### config.mk
export PLATFORM = sky130hd
export DESIGN_NAME = kcmt_ctrl
export DESIGN_NICKNAME = d
export VERILOG_FILES = /design/src/rtl/kcmt_pkg.sv /design/src/rtl/kcmt_ctrl.sv
export SDC_FILE = /design/constraint.sdc
export NUM_CORES = 1
export LEC_CHECK = 0
export BUFFER_PORTS_ARGS = -buffer_cell sky130_fd_sc_hd__buf_2
export CAP_MARGIN = 15
export CORE_AREA = 3 3 40 42
export DETAILED_ROUTE_END_ITERATION = 10
export DIE_AREA = 0 0 43 45
export GPL_TIMING_DRIVEN = 1
export PLACE_DENSITY_LB_ADDON = 0.3
export SLEW_MARGIN = 20
export SYNTH_ARGS = -nofsm -noshare
export SYNTH_HDL_FRONTEND = slang
export SYNTH_SLANG_ARGS = --single-unit
### constraint.sdc
create_clock -name clk -period 3.2 [get_ports clk]
set_input_delay 0.48 -clock clk [delete_from_list [all_inputs] [get_ports clk]]
set_output_delay 0.48 -clock clk [all_outputs]
set_load 0.02 [all_outputs]
### src/rtl/kcmt_pkg.sv
package kcmt_pkg;

	localparam int ENTRIES    = 64;
	localparam int COUNT_BITS = 16;
	localparam int IDX_W      = $clog2(ENTRIES);
	localparam int KEY_W      = 50;
	localparam int OUT_CNT_W  = 16;

	typedef logic [KEY_W-1:0]      key_t;
	typedef logic [COUNT_BITS-1:0] count_t;
	typedef logic [IDX_W-1:0]      idx_t;
	typedef logic [OUT_CNT_W-1:0]  out_cnt_t;

	localparam count_t COUNT_MAX = {COUNT_BITS{1'b1}};
	localparam idx_t   LAST_IDX  = IDX_W'(ENTRIES - 1);

	typedef enum logic [1:0] {
		STAT_OK     = 2'd0,
		STAT_FULL   = 2'd1,
		STAT_ABSENT = 2'd2,
		STAT_SAT    = 2'd3
	} status_t;

	typedef enum logic [1:0] {
		S_IDLE,
		S_SCAN,
		S_DRAIN,
		S_COMMIT
	} state_t;

	typedef struct packed {
		logic load;
		logic rd;
		logic commit;
	} dp_cmd_t;

	typedef struct packed {
		logic scan_last;
	} dp_stat_t;

	// low bits of a count for the result ports, zero-extended when narrow
	function automatic out_cnt_t out_count(count_t c);
		logic [COUNT_BITS+OUT_CNT_W-1:0] wide;
		wide = {{OUT_CNT_W{1'b0}}, c};
		return wide[OUT_CNT_W-1:0];
	endfunction

endpackage

### src/rtl/kcmt_ctrl.sv
module kcmt_ctrl (
	input  logic               clk,
	input  logic               arst_n,
	input  logic               in_valid,
	output logic               in_ready,
	output logic               out_valid,
	input  logic               out_ready,
	input  kcmt_pkg::dp_stat_t stat,
	output kcmt_pkg::dp_cmd_t  cmd
);
	import kcmt_pkg::*;

	state_t state_q, state_d;
	logic   out_valid_q;
	logic   can_commit;

	// result register free, or being emptied this cycle
	assign can_commit = !out_valid_q || out_ready;

	always_comb begin
		state_d = state_q;
		case (state_q)
			S_IDLE: begin
				if (in_valid) state_d = S_SCAN;
			end
			S_SCAN: begin
				if (stat.scan_last) state_d = S_DRAIN;
			end
			S_DRAIN: begin
				state_d = S_COMMIT;
			end
			S_COMMIT: begin
				if (can_commit) state_d = S_IDLE;
			end
			default: begin
				state_d = S_IDLE;
			end
		endcase
	end

	always_comb begin
		in_ready   = 1'b0;
		cmd        = '0;
		case (state_q)
			S_IDLE: begin
				in_ready = 1'b1;
				cmd.load = in_valid;
			end
			S_SCAN: begin
				cmd.rd = 1'b1;
			end
			S_COMMIT: begin
				cmd.commit = can_commit;
			end
			default: begin
				cmd = '0;
			end
		endcase
	end

	always_ff @(posedge clk or negedge arst_n) begin
		if (!arst_n) begin
			state_q     <= S_IDLE;
			out_valid_q <= 1'b0;
		end else begin
			state_q <= state_d;
			if (cmd.commit)
				out_valid_q <= 1'b1;
			else if (out_ready)
				out_valid_q <= 1'b0;
		end
	end

	assign out_valid = out_valid_q;

endmodule

==> impl_metrics.ini <==
[die]
die_area_um2 = 1940
initial_core_util = 0.180
core_area_um2 = 1280
die_x_um = 43
num_io_pins = 10
die_y_um = 45
placementRows = 13

[logic_synthesis]
syn_avg_cell_area_um2 = 11.6
synth_area_leader_cell = dfrtp_1
netlist.area_leader.share = 0.324
synth_nets = 29
ys_seq_area_frac = 0.324
synth_area_leaders = dfrtp_1 32%, ha_1 22%, o221ai_4 11%
synth_cells = 20
syn-cell-area_um2 = 231
post_synth_num_cell_types = 12
yosys_warnings = 0
ys_seq_elements = 3

[pwr]
p_leak_uw = 0.000174
power_density_nw_per_um2 = 1090
ir_drop_v = 0.000185
power_uw = 351

[clocking]
clk_latency_ps = 230
htreeDepth = 1
ctsLongestPathBuffers = 2
post_cts_buffers = 0
hold_buffers = 0
cts_tree = yes
clock-sinks = 3
clkTransAtPathRegs_ps = 40
cts_resized = 0
root_buffer = clkbuf_4
cts_buffers = 3

[critical_path]
r2r_end = state_q[1]
start_kind = flop
cp_max_fo = 4
ff2ff_setup_slack_ps = 1750
critPathLaunch = state_q[0]
cp_data_required_time_ps = 2720
critPathKind = flop to output pin
critPathCaptureType = output pin
rr_worst_depth = 5
rr_startpoint = state_q[0]
cp_data_arrival_time_ps = 1240

[sta]
finClkSkew_ps = 2.09
setup-violations-final = 0
max_slew.worst_pin.slew_ps = 202
layout_min_cycle_time_ps = 1720
finalHoldViolations = 0
slew_headroom = 0.865
min_period_over_period = 0.539
rsz0062_at_grt = no
drv_slew = 0
finalWorstSetupSlack_ps = 1480
fin_tns_setup_ps = 0
fmax_mhz = 580

[place]
pre_cts_ws_ps = 1700
dp_hpwl_um = 360
io_buffers = 9
globalplace.congestion = 0.678
placedCellCount = 44

[grt]
grt_pass1_vias = 178
grt_max_degree = 5
grt_overflow = 0
track_usage = 0.0576
antenna_found_initial = 0
grt_pass1_wl_um = 717

[detailed_routing]
drc = 0
wl_um = 435
first_iter_violations = 0
postRouteAntennaNets = 0
avgViaCountPerCell = 3.69
vias = 177
drt-pass1-iter-count = 1
drt-wirelength-per-cell_um = 9.06

[job]
drv_cap = 0

[finish]
mostFrequentLayoutCells = 9 x buf_2, 4 x ha_1, 3 x clkbuf_4, 3 x dfrtp_1
area_growth_pct = 38.9
n_antenna_cell = 0
instances_no_fill = 48
drive_gt1_frac = 0.515
final_common_cell = buf_2
fin_nets = 43

[worst_hold_path]
min_path_type = primary input to async pin

[status]
status = finished clean
-- synthesized netlist by cell type (all sizes together) --
master and number:
ha 4, inv 4, dfrtp 3, and2 2
nand2b 2, mux2 1, mux2i 1, nand2 1
nor2 1, o221ai 1
-- worst max path at each step --
stage | end | cells past startpoint | slack, ps
3_5_place_dp | cmd[0] | 4 | 1700
5_1_grt | cmd[2] | 4 | 1370
6_report | cmd[2] | 4 | 1480
2_1_floorplan | cmd[2] | 3 | 1650
4_1_cts | cmd[2] | 4 | 1460
3_3_place_gp | cmd[0] | 4 | 1710
-- registers in the layout, summed over array words and instances, names as in the netlist --
name / count
out_valid: 1
state_q: 2
-- cell type report --
| type | count | area (um2) |
|---|---|---|
| clock buffers | 4 | 26.3 |
| fillers | 143 | 963 |
| well taps | 15 | 18.8 |
| flip-flops and latches | 3 | 75.1 |
| multi-input cells | 13 | 141 |
| inverters | 4 | 15.0 |
| repair buffers | 9 | 45.0 |
-- worst max-delay path: stages (launching register included) --
cell and delay (ps):
dfrtp_1 390, inv_1 110, ha_1 230, and2_1 140, buf_2 150
-- power breakdown --
part / internal (uW) / leakage [uW] / switching [uW]
combinational: 92.4 / 0.000123 / 115
clock: 46.6 / 0.0000150 / 18.0
sequential: 59.2 / 0.0000358 / 19.8
-- kinds of logic after synthesis --
logic type | after synthesis | synth area share
compound gates | 1 | 0.114
fa+ha+maj | 4 | 0.216
simple gates | 6 | 0.173
mux | 2 | 0.108
flops | 3 | 0.324
buf+inv | 4 | 0.0649
-- routing by layer --
layer | vias to the layer above | GRT usage | part of all wire
met5 | - | 0 | 0
met4 | 0 | 0.0542 | 0
met1 | 82 | 0.0461 | 0.36
li1 | 87 | - | -
met2 | 8 | 0.0838 | 0.49
met3 | 0 | 0.0518 | 0.14
-- per-stage QoR --
step	area (um2)	util	hold slack [ps]
detailed placement	295	0.230	277
CTS	322	0.250	26.9
floorplan	231	-	184
global route	322	0.250	36.6
finish	322	0.250	37.2
global placement	295	0.230	278
Note: power is estimated with default switching activity, not from simulation.
